**src/sedf_pkg.sv**
```systemverilog
// sedf_pkg: shared constants, types and CRC function for the STX/ETX deframer.
// No dependencies; used by every module of the block.
package sedf_pkg;

  localparam int MAX_PAYLOAD = 64;
  localparam int IDX_W       = $clog2(MAX_PAYLOAD);
  localparam int LEN_W       = 7;
  localparam int ADDR_W      = IDX_W + 1;
  localparam int MEM_DEPTH   = 2 * MAX_PAYLOAD;

  localparam logic [7:0]  SYM_STX  = 8'h02;
  localparam logic [7:0]  SYM_ETX  = 8'h03;
  localparam logic [7:0]  SYM_DLE  = 8'h10;
  localparam logic [15:0] CRC_INIT = 16'hFFFF;
  localparam logic [15:0] CRC_POLY = 16'h1021;
  localparam logic [LEN_W-1:0] LIMIT_RESET = LEN_W'(MAX_PAYLOAD);

  // store write from front to back
  typedef struct packed {
    logic              en;
    logic [ADDR_W-1:0] addr;
    logic [7:0]        data;
  } wr_t;

  // validated frame handed from front to back
  typedef struct packed {
    logic             bank;
    logic [LEN_W-1:0] len;
  } frame_t;

  function automatic logic [15:0] crc_fold(input logic [15:0] crc, input logic [7:0] b);
    logic [15:0] c;
    c = crc ^ {b, 8'h00};
    for (int i = 0; i < 8; i++) begin
      if (c[15]) begin
        c = {c[14:0], 1'b0} ^ CRC_POLY;
      end else begin
        c = {c[14:0], 1'b0};
      end
    end
    return c;
  endfunction

endpackage

```
**src/sedf_front.sv**
```systemverilog
// sedf_front: line byte parser, CRC check and payload store writer.
// Depends on sedf_pkg; feeds sedf_queue and the store in sedf_back.
module sedf_front (
  input  logic                        clk,
  input  logic                        rst,
  input  logic                        in_valid,
  output logic                        in_stall,
  input  logic [7:0]                  rx_byte,
  input  logic                        cfg_valid,
  output logic                        cfg_ready,
  input  logic [sedf_pkg::LEN_W-1:0]  cfg_data,
  input  logic [1:0]                  banks_owned,
  output sedf_pkg::wr_t               wr,
  output logic                        push,
  output sedf_pkg::frame_t            push_frame
);

  typedef enum logic [1:0] {PH_IDLE, PH_MSB, PH_LSB, PH_DATA} phase_t;

  phase_t                     phase;
  logic                       esc;
  logic [15:0]                carried;
  logic [15:0]                crc;
  logic [sedf_pkg::LEN_W-1:0] count;
  logic                       wbank;
  logic [sedf_pkg::LEN_W-1:0] limit;
  logic [sedf_pkg::LEN_W-1:0] lim_eff;
  logic                       accept;
  logic                       is_stx, is_etx, is_dle;

  assign cfg_ready = 1'b1;
  assign in_stall  = (banks_owned >= 2'd2);
  assign accept    = in_valid && !in_stall;
  assign lim_eff   = (limit > sedf_pkg::LEN_W'(sedf_pkg::MAX_PAYLOAD)) ?
                     sedf_pkg::LEN_W'(sedf_pkg::MAX_PAYLOAD) : limit;

  assign is_stx = !esc && (rx_byte == sedf_pkg::SYM_STX);
  assign is_etx = !esc && (rx_byte == sedf_pkg::SYM_ETX);
  assign is_dle = !esc && (rx_byte == sedf_pkg::SYM_DLE);

  always_comb begin
    wr.en   = accept && !is_stx && !is_etx && !is_dle && (phase == PH_DATA) &&
              (count < lim_eff);
    wr.addr = {wbank, count[sedf_pkg::IDX_W-1:0]};
    wr.data = rx_byte;
    push    = accept && is_etx && (phase == PH_DATA) && (crc == carried);
    push_frame.bank = wbank;
    push_frame.len  = count;
  end

  always_ff @(posedge clk) begin
    if (rst) begin
      phase   <= PH_IDLE;
      esc     <= 1'b0;
      carried <= '0;
      crc     <= sedf_pkg::CRC_INIT;
      count   <= '0;
      wbank   <= 1'b0;
      limit   <= sedf_pkg::LIMIT_RESET;
    end else begin
      if (cfg_valid && cfg_ready) begin
        limit <= cfg_data;
      end
      if (accept) begin
        if (is_stx) begin
          count <= '0;
          phase <= PH_MSB;
          crc   <= sedf_pkg::CRC_INIT;
        end else if (is_etx) begin
          if (phase == PH_DATA) begin
            phase <= PH_IDLE;
            if (push) begin
              wbank <= ~wbank;
            end
          end
        end else if (is_dle) begin
          esc <= 1'b1;
        end else begin
          esc <= 1'b0;
          case (phase)
            PH_MSB: begin
              carried <= {rx_byte, 8'h00};
              phase   <= PH_LSB;
            end
            PH_LSB: begin
              carried[7:0] <= rx_byte;
              phase        <= PH_DATA;
            end
            PH_DATA: begin
              if (count < lim_eff) begin
                count <= count + 1'b1;
                crc   <= sedf_pkg::crc_fold(crc, rx_byte);
              end else begin
                phase <= PH_IDLE;
              end
            end
            default: ;
          endcase
        end
      end
    end
  end

endmodule

```
**src/sedf_queue.sv**
```systemverilog
// sedf_queue: two-entry queue of validated frames between front and back.
// Depends on sedf_pkg.
module sedf_queue (
  input  logic             clk,
  input  logic             rst,
  input  logic             push,
  input  sedf_pkg::frame_t push_frame,
  input  logic             pop,
  output sedf_pkg::frame_t head,
  output logic [1:0]       count
);

  sedf_pkg::frame_t slots [2];
  logic             wptr, rptr;

  assign head = slots[rptr];

  always_ff @(posedge clk) begin
    if (push) begin
      slots[wptr] <= push_frame;
    end
  end

  always_ff @(posedge clk) begin
    if (rst) begin
      wptr  <= 1'b0;
      rptr  <= 1'b0;
      count <= '0;
    end else begin
      if (push) begin
        wptr <= ~wptr;
      end
      if (pop) begin
        rptr <= ~rptr;
      end
      case ({push, pop})
        2'b10:   count <= count + 2'd1;
        2'b01:   count <= count - 2'd1;
        default: ;
      endcase
    end
  end

endmodule

```
**src/sedf_back.sv**
```systemverilog
// sedf_back: two-bank payload store and burst emitter with output register.
// Depends on sedf_pkg; reads frames from sedf_queue.
module sedf_back (
  input  logic                        clk,
  input  logic                        rst,
  input  sedf_pkg::wr_t               wr,
  input  logic [1:0]                  q_count,
  input  sedf_pkg::frame_t            q_head,
  output logic                        pop,
  output logic                        busy,
  output logic                        out_valid,
  input  logic                        out_stall,
  output logic [7:0]                  payload_byte,
  output logic [sedf_pkg::LEN_W-1:0]  frame_length,
  output logic                        last_of_frame,
  output logic                        empty_frame
);

  logic [7:0] mem [sedf_pkg::MEM_DEPTH];

  logic                       bank;
  logic [sedf_pkg::LEN_W-1:0] len;
  logic [sedf_pkg::LEN_W-1:0] idx;
  logic                       s1_valid;
  logic [7:0]                 rd_data;
  logic [sedf_pkg::LEN_W-1:0] s1_len;
  logic                       s1_last;
  logic                       s1_empty;
  logic                       out_load;
  logic                       s1_free;
  logic                       issue;
  logic                       is_last;

  assign out_load = s1_valid && (!out_valid || !out_stall);
  assign s1_free  = !s1_valid || out_load;
  assign issue    = busy && s1_free;
  assign pop      = !busy && (q_count != 2'd0);
  assign is_last  = (len == '0) || (idx == len - 1'b1);

  always_ff @(posedge clk) begin
    if (wr.en) begin
      mem[wr.addr] <= wr.data;
    end
    if (issue) begin
      rd_data <= mem[{bank, idx[sedf_pkg::IDX_W-1:0]}];
    end
  end

  always_ff @(posedge clk) begin
    if (rst) begin
      busy      <= 1'b0;
      s1_valid  <= 1'b0;
      out_valid <= 1'b0;
    end else begin
      if (pop) begin
        busy <= 1'b1;
        bank <= q_head.bank;
        len  <= q_head.len;
        idx  <= '0;
      end else if (issue) begin
        idx <= idx + 1'b1;
        if (is_last) begin
          busy <= 1'b0;
        end
      end
      if (issue) begin
        s1_valid <= 1'b1;
        s1_len   <= len;
        s1_last  <= is_last;
        s1_empty <= (len == '0);
      end else if (out_load) begin
        s1_valid <= 1'b0;
      end
      if (out_load) begin
        out_valid     <= 1'b1;
        payload_byte  <= s1_empty ? 8'h00 : rd_data;
        frame_length  <= s1_len;
        last_of_frame <= s1_last;
        empty_frame   <= s1_empty;
      end else if (!out_stall) begin
        out_valid <= 1'b0;
      end
    end
  end

endmodule

```
**src/stx_etx_deframer_crc16_unit.sv**
```systemverilog
// stx_etx_deframer_crc16_unit: top level of the DLE-escaped STX/ETX deframer
// with CRC-16/CCITT-FALSE check. Depends on sedf_pkg, sedf_front, sedf_queue
// and sedf_back.
//
// Usage:
//   Input: one line byte per transaction on rx_byte, taken when in_valid is
//   high and in_stall is low. Output: one transaction per payload byte of a
//   frame whose CRC matched, or one empty_frame transaction for a valid frame
//   without payload; taken when out_valid is high and out_stall is low.
//   cfg_valid/cfg_ready write payload_limit (reset 64, values above 64 act
//   as 64); write it only while the block is idle.
//   Throughput: one input byte per cycle while in_stall is low; one result
//   per cycle in a burst while out_stall is low. A closed frame passes the
//   queue, burst state, read and output registers. The store has two banks
//   of 64 bytes; in_stall rises while both banks hold frames not yet fully
//   read out, so input waits at most one frame burst behind the output.
//   A stalled receiver holds the output register; the pipeline behind it
//   fills, then the banks, then in_stall rises.
//   Reset (rst, synchronous) returns the parser to idle, clears the queue and
//   drops any pending results.
module stx_etx_deframer_crc16_unit (
  input  logic                        clk,
  input  logic                        rst,
  input  logic                        in_valid,
  output logic                        in_stall,
  input  logic [7:0]                  rx_byte,
  input  logic                        cfg_valid,
  output logic                        cfg_ready,
  input  logic [sedf_pkg::LEN_W-1:0]  cfg_data,
  output logic                        out_valid,
  input  logic                        out_stall,
  output logic [7:0]                  payload_byte,
  output logic [sedf_pkg::LEN_W-1:0]  frame_length,
  output logic                        last_of_frame,
  output logic                        empty_frame
);

  sedf_pkg::wr_t    wr;
  logic             push;
  sedf_pkg::frame_t push_frame;
  logic             pop;
  sedf_pkg::frame_t q_head;
  logic [1:0]       q_count;
  logic             busy;
  logic [1:0]       banks_owned;

  assign banks_owned = q_count + {1'b0, busy};

  sedf_front u_front (
    .clk        (clk),
    .rst        (rst),
    .in_valid   (in_valid),
    .in_stall   (in_stall),
    .rx_byte    (rx_byte),
    .cfg_valid  (cfg_valid),
    .cfg_ready  (cfg_ready),
    .cfg_data   (cfg_data),
    .banks_owned(banks_owned),
    .wr         (wr),
    .push       (push),
    .push_frame (push_frame)
  );

  sedf_queue u_queue (
    .clk       (clk),
    .rst       (rst),
    .push      (push),
    .push_frame(push_frame),
    .pop       (pop),
    .head      (q_head),
    .count     (q_count)
  );

  sedf_back u_back (
    .clk          (clk),
    .rst          (rst),
    .wr           (wr),
    .q_count      (q_count),
    .q_head       (q_head),
    .pop          (pop),
    .busy         (busy),
    .out_valid    (out_valid),
    .out_stall    (out_stall),
    .payload_byte (payload_byte),
    .frame_length (frame_length),
    .last_of_frame(last_of_frame),
    .empty_frame  (empty_frame)
  );

endmodule

```
**config.mk**
```make
export PLATFORM = sky130hd
export DESIGN_NAME = stx_etx_deframer_crc16_unit
export DESIGN_NICKNAME = d
export VERILOG_FILES = /design/src/sedf_pkg.sv /design/src/sedf_front.sv /design/src/sedf_queue.sv /design/src/sedf_back.sv /design/src/stx_etx_deframer_crc16_unit.sv
export SDC_FILE = /design/constraint.sdc
export NUM_CORES = 1
export LEC_CHECK = 0
export BUFFER_PORTS_ARGS = -buffer_cell sky130_fd_sc_hd__buf_4
export CAP_MARGIN = 0
export CORE_AREA = 2 2 304 306
export CTS_CLUSTER_SIZE = 30
export DETAILED_ROUTE_END_ITERATION = 10
export DIE_AREA = 0 0 306 308
export GPL_ROUTABILITY_DRIVEN = 1
export PLACE_DENSITY_LB_ADDON = 0.2
export SYNTH_ARGS = -nofsm -noshare
export SYNTH_HDL_FRONTEND = slang
export SYNTH_SLANG_ARGS = --single-unit
```
**constraint.sdc**
```tcl
create_clock -name clk -period 3.8 [get_ports clk]
set_input_delay 0.57 -clock clk [delete_from_list [all_inputs] [get_ports clk]]
set_output_delay 0.57 -clock clk [all_outputs]
set_load 0.005 [all_outputs]
```
; ---- Yosys cells after proc, flatten, opt, wreduce, memory -nomap -nowiden
; Memories as Yosys holds them, arrays and structs flattened. A register that Yosys moved wholly into a read port is not among the register bits.
; Index checks and enable logic that the tools add are counted.
[word_totals]
out_inout_bits = 20
n_memories = 2
ramBits = 1040
register_bits = 90
input_bits = 20
mem_bits_ro = 0
word_cells = 202
latchBits = 0
[classes]
n_reduce_logical = 48
n_mul = 0
magnitude_cmp = 3
div = 0
n_shift = 0
n_eq_ne = 16
muxes = 89
addsub = 6
bitwise_logic = 16
[memory_table]
columns = memory, depth, word_bits, rd, rd_ports_with_merged_regs, wr, line
row1 = u_back.mem, 128, 8, 1, 1, 1, sedf_back.sv:19  ; logic [7:0] mem [sedf_pkg::MEM_DEPTH];
row2 = u_queue.slots, 2, 8, 1, 1, 1, sedf_queue.sv:13  ; sedf_pkg::frame_t slots [2];
[op_table]
columns = op, n
row1 = two-way mux 16 bit, 54
row2 = two-way mux 13 bit, 8
row3 = two-way mux 7 bit, 7
row4 = AND reduction 5 bit, 5
row5 = inverter 3 bit, 8
row6 = equality test 16 bit, 1
row7 = equality test 8 x 2 -> 1 bit (second input constant), 2
row8 = one-hot mux 8 bit (2 select lines), 1
row9 = nonzero test 2 bit, 8
row10 = XOR 16 bit, 1
row11 = logical AND 1 bit, 15
row12 = adder 7 x 1 -> 7 bit (second input constant), 2
row13 = two-way mux 1 bit, 12
row14 = two-way mux 2 bit, 5
row15 = AND reduction 2 bit, 5
row16 = logical NOT 1 bit, 9
row17 = equality test 8 x 5 -> 1 bit (second input constant), 1
row18 = equality test 7 bit, 1
row19 = > comparator 7 bit (second input constant), 1
row20 = logical NOT 7 bit, 1
row21 = < comparator 7 bit, 1
row22 = inverter 1 bit, 7
row23 = subtractor 7 x 1 -> 7 bit (second input constant), 1
row24 = equality test 2 bit (second input constant), 3
row25 = other kinds (14), 19

; ---- Depth between registers and ports, before layout
; Gate-level depths: netlist of the first run.
[depth]
ltp_word = 71
depth_mapped = 12
mapped_depth_nobuf = 9

; ---- Hierarchy
; From an unflattened synthesis of the first run, not the netlist that was laid out.
[hier_totals]
hier_cells = 2461
hier_area_um2 = 45805.2
[modules_own_cells]
columns = mod, cells_each, seq_area_each_um2, instances, area_each_um2
row1 = sedf_back, 2072, 32281.0, 1, 42069.1
row2 = sedf_front, 342, 1001.0, 1, 2946.6
row3 = sedf_queue, 45, 580.6, 1, 768.2
row4 = stx_etx_deframer_crc16_unit, 2, 0.0, 1, 21.3

; ---- Worst setup path after synthesis of the first run
; OpenSTA, ideal clock, no wires.
[synth_timing]
kind = input-to-reg
from = input rx_byte[7]
to = register u_queue.count[1]
arrival_ns = 3.032
n_path_buf = 1
stages = 8
required_ns = 3.729
setup_slack_ns = 0.698
setup_ns = 0.071
cell_sequence = or4_1 -> or4b_1 -> buf_6 -> nor4_2 -> inv_1 -> ha_1 -> or3_1 -> a21oi_1
[synth_via]
elab_chain_len = 7
word_cells_on_any_way = 9
classes_between = eq/ne: 3 / mux: 1 / reduce/logical: 5
[synth_rtl]
columns = element, line
row1 = from (decl), stx_etx_deframer_crc16_unit.sv:26  ; input logic [7:0] rx_byte,
row2 = equality test 8 x 2 -> 1 bit (*), sedf_front.sv:38  ; assign is_etx = !esc && (rx_byte == sedf_pkg::SYM_ETX);
row3 = logical AND 1 bit (*), sedf_front.sv:38
row4 = logical AND 1 bit (*) (3 in series), sedf_front.sv:46  ; push = accept && is_etx && (phase == PH_DATA) && (crc == carried);
row5 = equality test 2 x 1 -> 1 bit or equality test 2 bit (tied branches), sedf_queue.sv:36  ; case ({push, pop})
row6 = one-hot mux 2 bit (2 select lines) or nonzero test 2 bit (tied branches), --
row7 = to (signal assigned), sedf_queue.sv:37  ; 2'b10: count <= count + 2'd1;
row8 = to (signal assigned), sedf_queue.sv:38  ; 2'b01: count <= count - 2'd1;
row9 = to (decl), sedf_queue.sv:10  ; output logic [1:0] count
; Mark *: on every way between the ends. The rest lies on a longest branch, timed or not.
; A chain may end at the register's enable or synchronous reset.

; ---- Worst setup path after layout of the first run
[layout_timing]
from = register u_front.limit[6] (netlist name)
to = memory u_back.mem[73][3] (enable)
[layout_via]
elab_chain_len = 6
[layout_rtl]
columns = element, line
row1 = from (decl), sedf_front.sv:26  ; logic [sedf_pkg::LEN_W-1:0] limit;
row2 = from (signal assigned), sedf_front.sv:59  ; limit <= sedf_pkg::LIMIT_RESET;
row3 = from (signal assigned), sedf_front.sv:62  ; limit <= cfg_data;
row4 = > comparator 7 bit, sedf_front.sv:34  ; assign lim_eff = (limit > sedf_pkg::LEN_W'(sedf_pkg::MAX_PAYLOAD)) ?
row5 = two-way mux 7 bit (*), sedf_front.sv:34
row6 = < comparator 7 bit (*), sedf_front.sv:43  ; (count < lim_eff);
row7 = logical AND 1 bit (*), sedf_front.sv:42  ; wr.en = accept && !is_stx && !is_etx && !is_dle && (phase == PH_DATA) &&
row8 = two-way mux 1 bit (*), sedf_back.sv:41  ; if (wr.en) begin
row9 = two-way mux 1 bit (not written as such) (*), sedf_back.sv:42  ; mem[wr.addr] <= wr.data;
row10 = to (decl), sedf_back.sv:19
; Marked as above.

==> results.cfg, run 1 <==
[die]
die_y_um = 308
fp.dieArea_sq_mm = 0.0942
die_w_um = 306
initial_core_util_pct = 49.5
rows = 111
io_pins = 40
core-area_sq_mm = 0.0910

[timing]
slew_headroom_pct = 23.5
setup_viol = 0
worstMarginPinSlew_ns = 1.15
max_freq_mhz = 283
hold_violations = 0
hold_ws_ns = 0.134
rsz0062_at_grt = false
final.min_clock_period_ns = 3.53
report.final.slew_viol_count = 0
min_period_over_period_pct = 93.0
fin_skew_ns = 0.0271

[synthesis]
yosysTopAreaCell = edfxtp_1
syn-cell-area_sq_mm = 0.0451
ys.flop_type = edfxtp_1
avgSynthCellArea_sq_um = 18.9
yosysUniqueCellTypes = 63
ys.warnings.count = 0
synthesis.nets = 2414
yosysTopAreaCellShare_pct = 72.6
async_flop_share_pct = 0
synth-seq-cells = 1146
synth_area_leaders = edfxtp_1 (73%), mux4_2 (10%), mux2i_1 (3.8%)
seq_area_frac_synth_pct = 75.1
synthCells = 2379
synth-edff-count = 1089

[grt]
antenna_found_initial = 3
grt_first_pass_wirelength_mm = 164
grt_max_degree = 91
grt_use_total_pct = 24.2
grt_pass1_vias = 23400
overflow = 0

[placement]
port_buffers = 38
gp_congestion = 0.880
dpl_cell_area_sq_mm = 0.0472
dp_hpwl_mm = 71.4

[drt]
wl_per_cell_um = 29.8
drtAntennaViolNets = 0
drt_iter0_markers = 3000
drt_wl_total_mm = 113
vias = 23200
firstDrtPassIters = 5
route.detailed.drc = 0
vias_per_cell = 6.13

[setup_path]
cp_num_buf_inv = 2
arrival_ns = 3.82
crit_top_cell = nand2_1
reg2reg_to = u_back.mem[73][3]
r2r_slack_ns = 0.27
reg2reg_depth = 10
crit_family = simple AND/OR/NAND/NOR gates
worstPathCellList = inv_1, nand2_1, ha_1, a21o_1, a221o_1, a41o_1, nor3_1, nand2_1, buf_4, nor2_1
worst_path_largest_cell_delay_ns = 0.65
cp.required_ns = 4.09
crit_slowest_cell = nor2_1
r2r_start = u_front.limit[6]
worstSetupStartpointType = flip-flop
crit_type = reg2reg
crit_path_end_kind = flip-flop
critPathMaxFanout = 16

[pwr]
p_comb_share_pct = 1.5
vdd.ir_drop.worst_mv = 0.386
power.sequential.fraction_pct = 54.9
clockPowerShare_pct = 43.6
p_sw_share_pct = 19.9
p_int_mw = 20.2
p_leak_nw = 16.4
net-switching-power_mw = 5.01
power.density_mw_per_mm2 = 496

[layout]
drive_above_1_share_pct = 20.2
fin_area_sq_mm = 0.0508
area_growth_pct = 12.8
final_nets = 2541

[clock_network]
cts_hold_buf = 0
clkLatencyLatePin_ns = 0.68
numCtsBuffers = 112
clk_pin_slew_worst_paths_ns = 0.06
cts_tree = done
postCtsResizedCells = 0
clockBufferDepth = 3
cts_sinks = 1146
root_buffer = clkbuf_16
htreeDepth = 3
cts_setup_buffers = 0

[hold_path]
hp-start = cfg_data[1]
hold_class = in2reg
worstHoldPathCells = 3
worstHoldEndpoint = u_front.limit[1]

[status]
status = finished, final reports clean

[run]
drv_cap = 0
==> cell usage in the layout, fill, tap and decap left out, types with 9 or more instances in the layout <==
cell	instances
inv_1	12
ha_1	15
buf_4	120
nand3_1	40
o22ai_1	18
dfxtp_1	57
mux2i_1	172
mux4_2	204
clkinvlp_4	11
and2_1	14
o21ai_0	25
a22oi_1	63
clkinv_1	25
bufinv_16	13
nand2_1	74
o2111ai_1	11
clkinv_2	16
xnor2_1	29
xor2_1	28
nor3_1	11
a21o_1	9
nor2_1	195
buf_12	13
a211oi_1	20
mux2_2	13
nor2b_1	26
a21oi_1	42
edfxtp_1	1089
clkbuf_1	16
clkbuf_16	112
==> worst reg2reg max path, stage by stage (launching register included) <==
cell     delay [ns]
dfxtp_1        0.31
inv_1          0.16
nand2_1        0.10
ha_1           0.33
a21o_1         0.19
a221o_1        0.33
a41o_1         0.26
nor3_1         0.39
nand2_1        0.10
buf_4          0.31
nor2_1         0.67
==> state kept, by name, summed over array words and instances, names as in the netlist, 2 cells and up <==
signal and count:
u_back.s1_len 7, u_back.idx 7, u_front.limit 7, u_back.frame_length 7, u_back.payload_byte 8, u_front.phase 2, u_front.count 7, u_queue.count 2
u_back.len 7, u_front.crc 16, u_back.mem 1024, u_queue.slots 16, u_front.carried 16, u_back.rd_data 8
==> layout make-up <==
cell class	count	area, sq um
Antenna cell	1	2.50
Clock buffer	128	2860
Clock inverter	77	787
Fill cell	6780	40100
Inverter	14	52.6
Multi-Input combinational cell	1098	10600
Sequential cell	1146	33800
Tap cell	1186	1480
Timing Repair Buffer	134	1170
==> how the worst max path moves through the flow <==
stage	to	slack (ns)	from	cells after the start
finish	u_back.mem[73][3]	0.27	u_front.limit[6]	10
detailed placement	u_back.mem[60][1]	0.27	u_front.limit[6]	10
global route	u_back.mem[109][3]	0.05	u_front.limit[6]	10
floorplan	u_queue.count[1]	0.70	rx_byte[7]	8
CTS	u_back.mem[109][3]	0.27	u_front.limit[6]	10
global placement	u_back.rd_data[5]	-0.16	u_back.idx[1]	8
==> power groups by stage <==
stage | Combinational, mW | Sequential, mW | Clock, mW
CTS | 0.393 | 13.8 | 11.1
global route | 0.421 | 13.8 | 11.6
detailed placement | 0.393 | 14.1 | 0
global placement | 0.381 | 14.1 | 0
floorplan | 0.111 | 14.1 | 0
finish | 0.386 | 13.8 | 11.0
==> stage by stage <==
step	std cells	worst slack (ns)	util [%]	total power [mW]	TNS, ns
CTS	3783	0.271	55.9	25.3	0
finish	3784	0.266	55.9	25.2	0
detailed placement	3578	0.271	51.9	14.5	0
global route	3783	0.0467	55.9	25.9	0
global placement	3577	-0.158	51.8	14.5	-0.158
floorplan	2379	0.698	-	14.2	0
==> cell families (layout without fill, tap and decap cells) <==
logic type	after synthesis	after routing	synth area share, %
flip-flops	1146	1146	75.1
AND/OR/NAND/NOR	402	402	4.01
multiplexers	390	390	14.4
AO/OA/AOI/OAI	233	233	3.65
buffers and inverters	135	353	1.32
XOR/XNOR	57	57	1.11
adder cells (fa/ha/maj)	15	15	0.417
other	1	2	0.00832
==> synth_stat cells, types with 3 or more instances <==
library cell and instances:
nor2b_1 27, and2_1 14, inv_1 12, nor4_1 3
a22oi_1 63, clkbuf_1 70, buf_2 29, buf_4 12
a31oi_1 5, mux2i_1 172, a2111oi_0 3, nor2_1 195
nor3_1 11, o211ai_1 5, a21o_1 9, nand2b_1 6
o22a_1 6, o2111ai_1 11, nand3_1 40, dfxtp_1 57
mux2_2 13, buf_1 9, a21oi_1 42, nand4_1 7
nor3b_1 7, xor2_1 28, mux4_2 204, nand3b_1 3
a211oi_1 20, xnor2_1 29, nand2_1 74, a41oi_1 4
edfxtp_1 1089, a221oi_1 6, o22ai_1 18, ha_1 15
o21ai_0 25, and3_1 6
==> layer usage <==
metal | GRT usage, % | share of wire, % | vias to the layer above
met5 | 0 | 0 | -
met4 | 6.99 | 2.6 | 0
met3 | 3.90 | 7.3 | 165
met2 | 38.7 | 48 | 1035
met1 | 34.6 | 42 | 12100
li1 | - | - | 9857
No activity file was read; power rests on OpenSTA's default activity.
==> inputs of run 2 (changes only) <==
--- a/config.mk
+++ b/config.mk
@@ -12,7 +12,7 @@
 export DETAILED_ROUTE_END_ITERATION = 10
 export DIE_AREA = 0 0 306 308
 export GPL_ROUTABILITY_DRIVEN = 1
-export PLACE_DENSITY_LB_ADDON = 0.2
+export PLACE_DENSITY = 0.76
 export SYNTH_ARGS = -nofsm -noshare
 export SYNTH_HDL_FRONTEND = slang
 export SYNTH_SLANG_ARGS = --single-unit
==> run 2 against run 1 <==
Compared with the run above:
- clock skew shrank 0.00059 ns
- hold slack worse by 0.014 ns
- count of clock-buffer cells in the layout fell by 10
- non-clock buffer count fell by 10
- power is 1.1% higher
==> results.cfg, run 2 (synthesis gave the netlist of run 1 again) <==
[layout]
largest_reg_flops = 1024
n_fill_cell = 6482
post-route-util_pct = 56.0
area_growth_pct = 13.0
multi_input_comb_area_sq_mm = 0.0106
drive_above_1_share_pct = 20.2
largest-register = u_back.mem
stdcell_count = 3768
n_antenna_cell = 0
mostFrequentLayoutCell = edfxtp_1
final_cell_mix = edfxtp_1 (1089), mux4_2 (204), nor2_1 (195), mux2i_1 (172), clkbuf_16 (109)
final_nets = 2526
regArea_sq_mm = 0.0338

[setup_path]
cp.required_ns = 4.09
worst_path_largest_cell_delay_ns = 0.62
crit_slowest_cell = nor2_1
crit_path_end_kind = flip-flop
r2r_slack_ns = 0.38
crit_type = reg2reg
critPathMaxFanout = 16
arrival_ns = 3.71
cp_num_buf_inv = 2
reg2reg_depth = 10
worstPathCellList = inv_1, nand2_1, ha_1, a21o_1, a221o_1, a41o_1, nor3_1, nand3_1, buf_12, nor2_1
worstSetupStartpointType = flip-flop
startpoint = u_front.limit[6]
reg2reg_to = u_back.mem[5][4]
crit_family = simple AND/OR/NAND/NOR gates
r2r_start = u_front.limit[6]

[grt]
grt_pass1_vias = 23500
grt_first_pass_wirelength_mm = 156
overflow = 0
antenna_found_initial = 3
grt_max_degree = 132
grt_use_total_pct = 22.5

[hold_path]
worstHoldPathCells = 3
hp-start = cfg_data[6]
worstHoldEndpoint = u_front.limit[6]
hold_class = in2reg

[clock_network]
clockBufferDepth = 3
root_buffer = clkbuf_16
cts_sinks = 1146
cts_setup_buffers = 0
cts_tree = done
htreeDepth = 3
cts_hold_buf = 0
clk_pin_slew_worst_paths_ns = 0.06
numCtsBuffers = 107
clkLatencyLatePin_ns = 0.68
postCtsResizedCells = 0

[timing]
hold_violations = 0
setup_viol = 0
fin_skew_ns = 0.0265
report.final.slew_viol_count = 0
min_period_over_period_pct = 90.0
final.min_clock_period_ns = 3.42
setup_tns_ns = 0
rsz0062_at_grt = false
worstMarginPinSlew_ns = 1.35
max_freq_mhz = 292
slew_headroom_pct = 9.96

[pwr]
vdd.ir_drop.worst_mv = 0.317
p_total_mw = 25.5
power.density_mw_per_mm2 = 500
p_leak_nw = 16.5

[placement]
port_buffers = 38
placed_cells = 3568
gp_congestion = 0.917
dp_hpwl_mm = 65.1

[drt]
drtAntennaViolNets = 0
vias_per_cell = 6.22
route.detailed.drc = 0
drt_iter0_markers = 3079
drt_wl_total_mm = 106
firstDrtPassIters = 6
wl_per_cell_um = 28.0
vias = 23400

[run]
drv_cap = 0

[die]
die_w_um = 306
die_y_um = 308
initial_core_util_pct = 49.5
core-area_sq_mm = 0.0910
io_pins = 40
rows = 111
fp.dieArea_sq_mm = 0.0942

[status]
status = finished, final reports clean
## run 2: changes by cell type in the layout (fill, tap and decap cells not counted), sizes merged
| cell | before | now |
|---|---|---|
| bufinv | 13 | 20 |
| clkbuf | 128 | 118 |
| diode | 1 | 0 |
| buf | 134 | 124 |
| clkinv | 50 | 52 |
| inv | 15 | 18 |
| clkinvlp | 13 | 6 |
## run 2: final cells by class
class                           count  share of cell area (%)
Timing Repair Buffer              124                    2.34
Clock inverter                     82                    1.88
Sequential cell                  1146                    66.5
Multi-Input combinational cell   1098                    20.9
Tap cell                         1186                    2.91
Inverter                           14                   0.103
Clock buffer                      118                    5.44
## run 2: layer usage
| layer | up-vias | global-route usage [%] | wire length, um |
|---|---|---|---|
| met5 | - | 0 | 20 |
| met2 | 1347 | 37.1 | 52000 |
| met3 | 234 | 3.90 | 9720 |
| met1 | 12000 | 29.8 | 39500 |
| met4 | 4 | 9.30 | 4330 |
| li1 | 9836 | - | - |
## run 2: report_power, final
part	internal (mW)	total, mW	switching [mW]
registers	13.8	13.8	0.0114
clock network	6.63	11.3	4.65
logic	0.0806	0.364	0.283
total	20.5	25.5	4.94
## run 2: how the worst max path moves through the flow
| stage | to | slack, ns | depth (start not counted) |
|---|---|---|---|
| after floorplan | u_queue.count[1] | 0.70 | 8 |
| after global placement | u_queue.count[1] | 0.30 | 8 |
| after detailed placement | u_queue.count[1] | 0.33 | 8 |
| after CTS | u_back.mem[5][4] | 0.37 | 10 |
| after global routing | u_back.mem[4][2] | 0.12 | 10 |
| final | u_back.mem[5][4] | 0.38 | 10 |
## run 2: stage by stage
stage / hold WS [ns] / setup WS [ns] / instance area [sq um]
finish: 0.121 / 0.379 / 50900
global route: 0.137 / 0.123 / 50900
CTS: 0.0899 / 0.374 / 50900
detailed placement: 0.408 / 0.334 / 47200
global placement: 0.413 / 0.301 / 47200
floorplan: 0.400 / 0.698 / 45100
## run 2: tightest hold or removal path, stage by stage
cell and delay, ns:
buf_4 0.08, nand2_1 0.04, o211ai_1 0.06
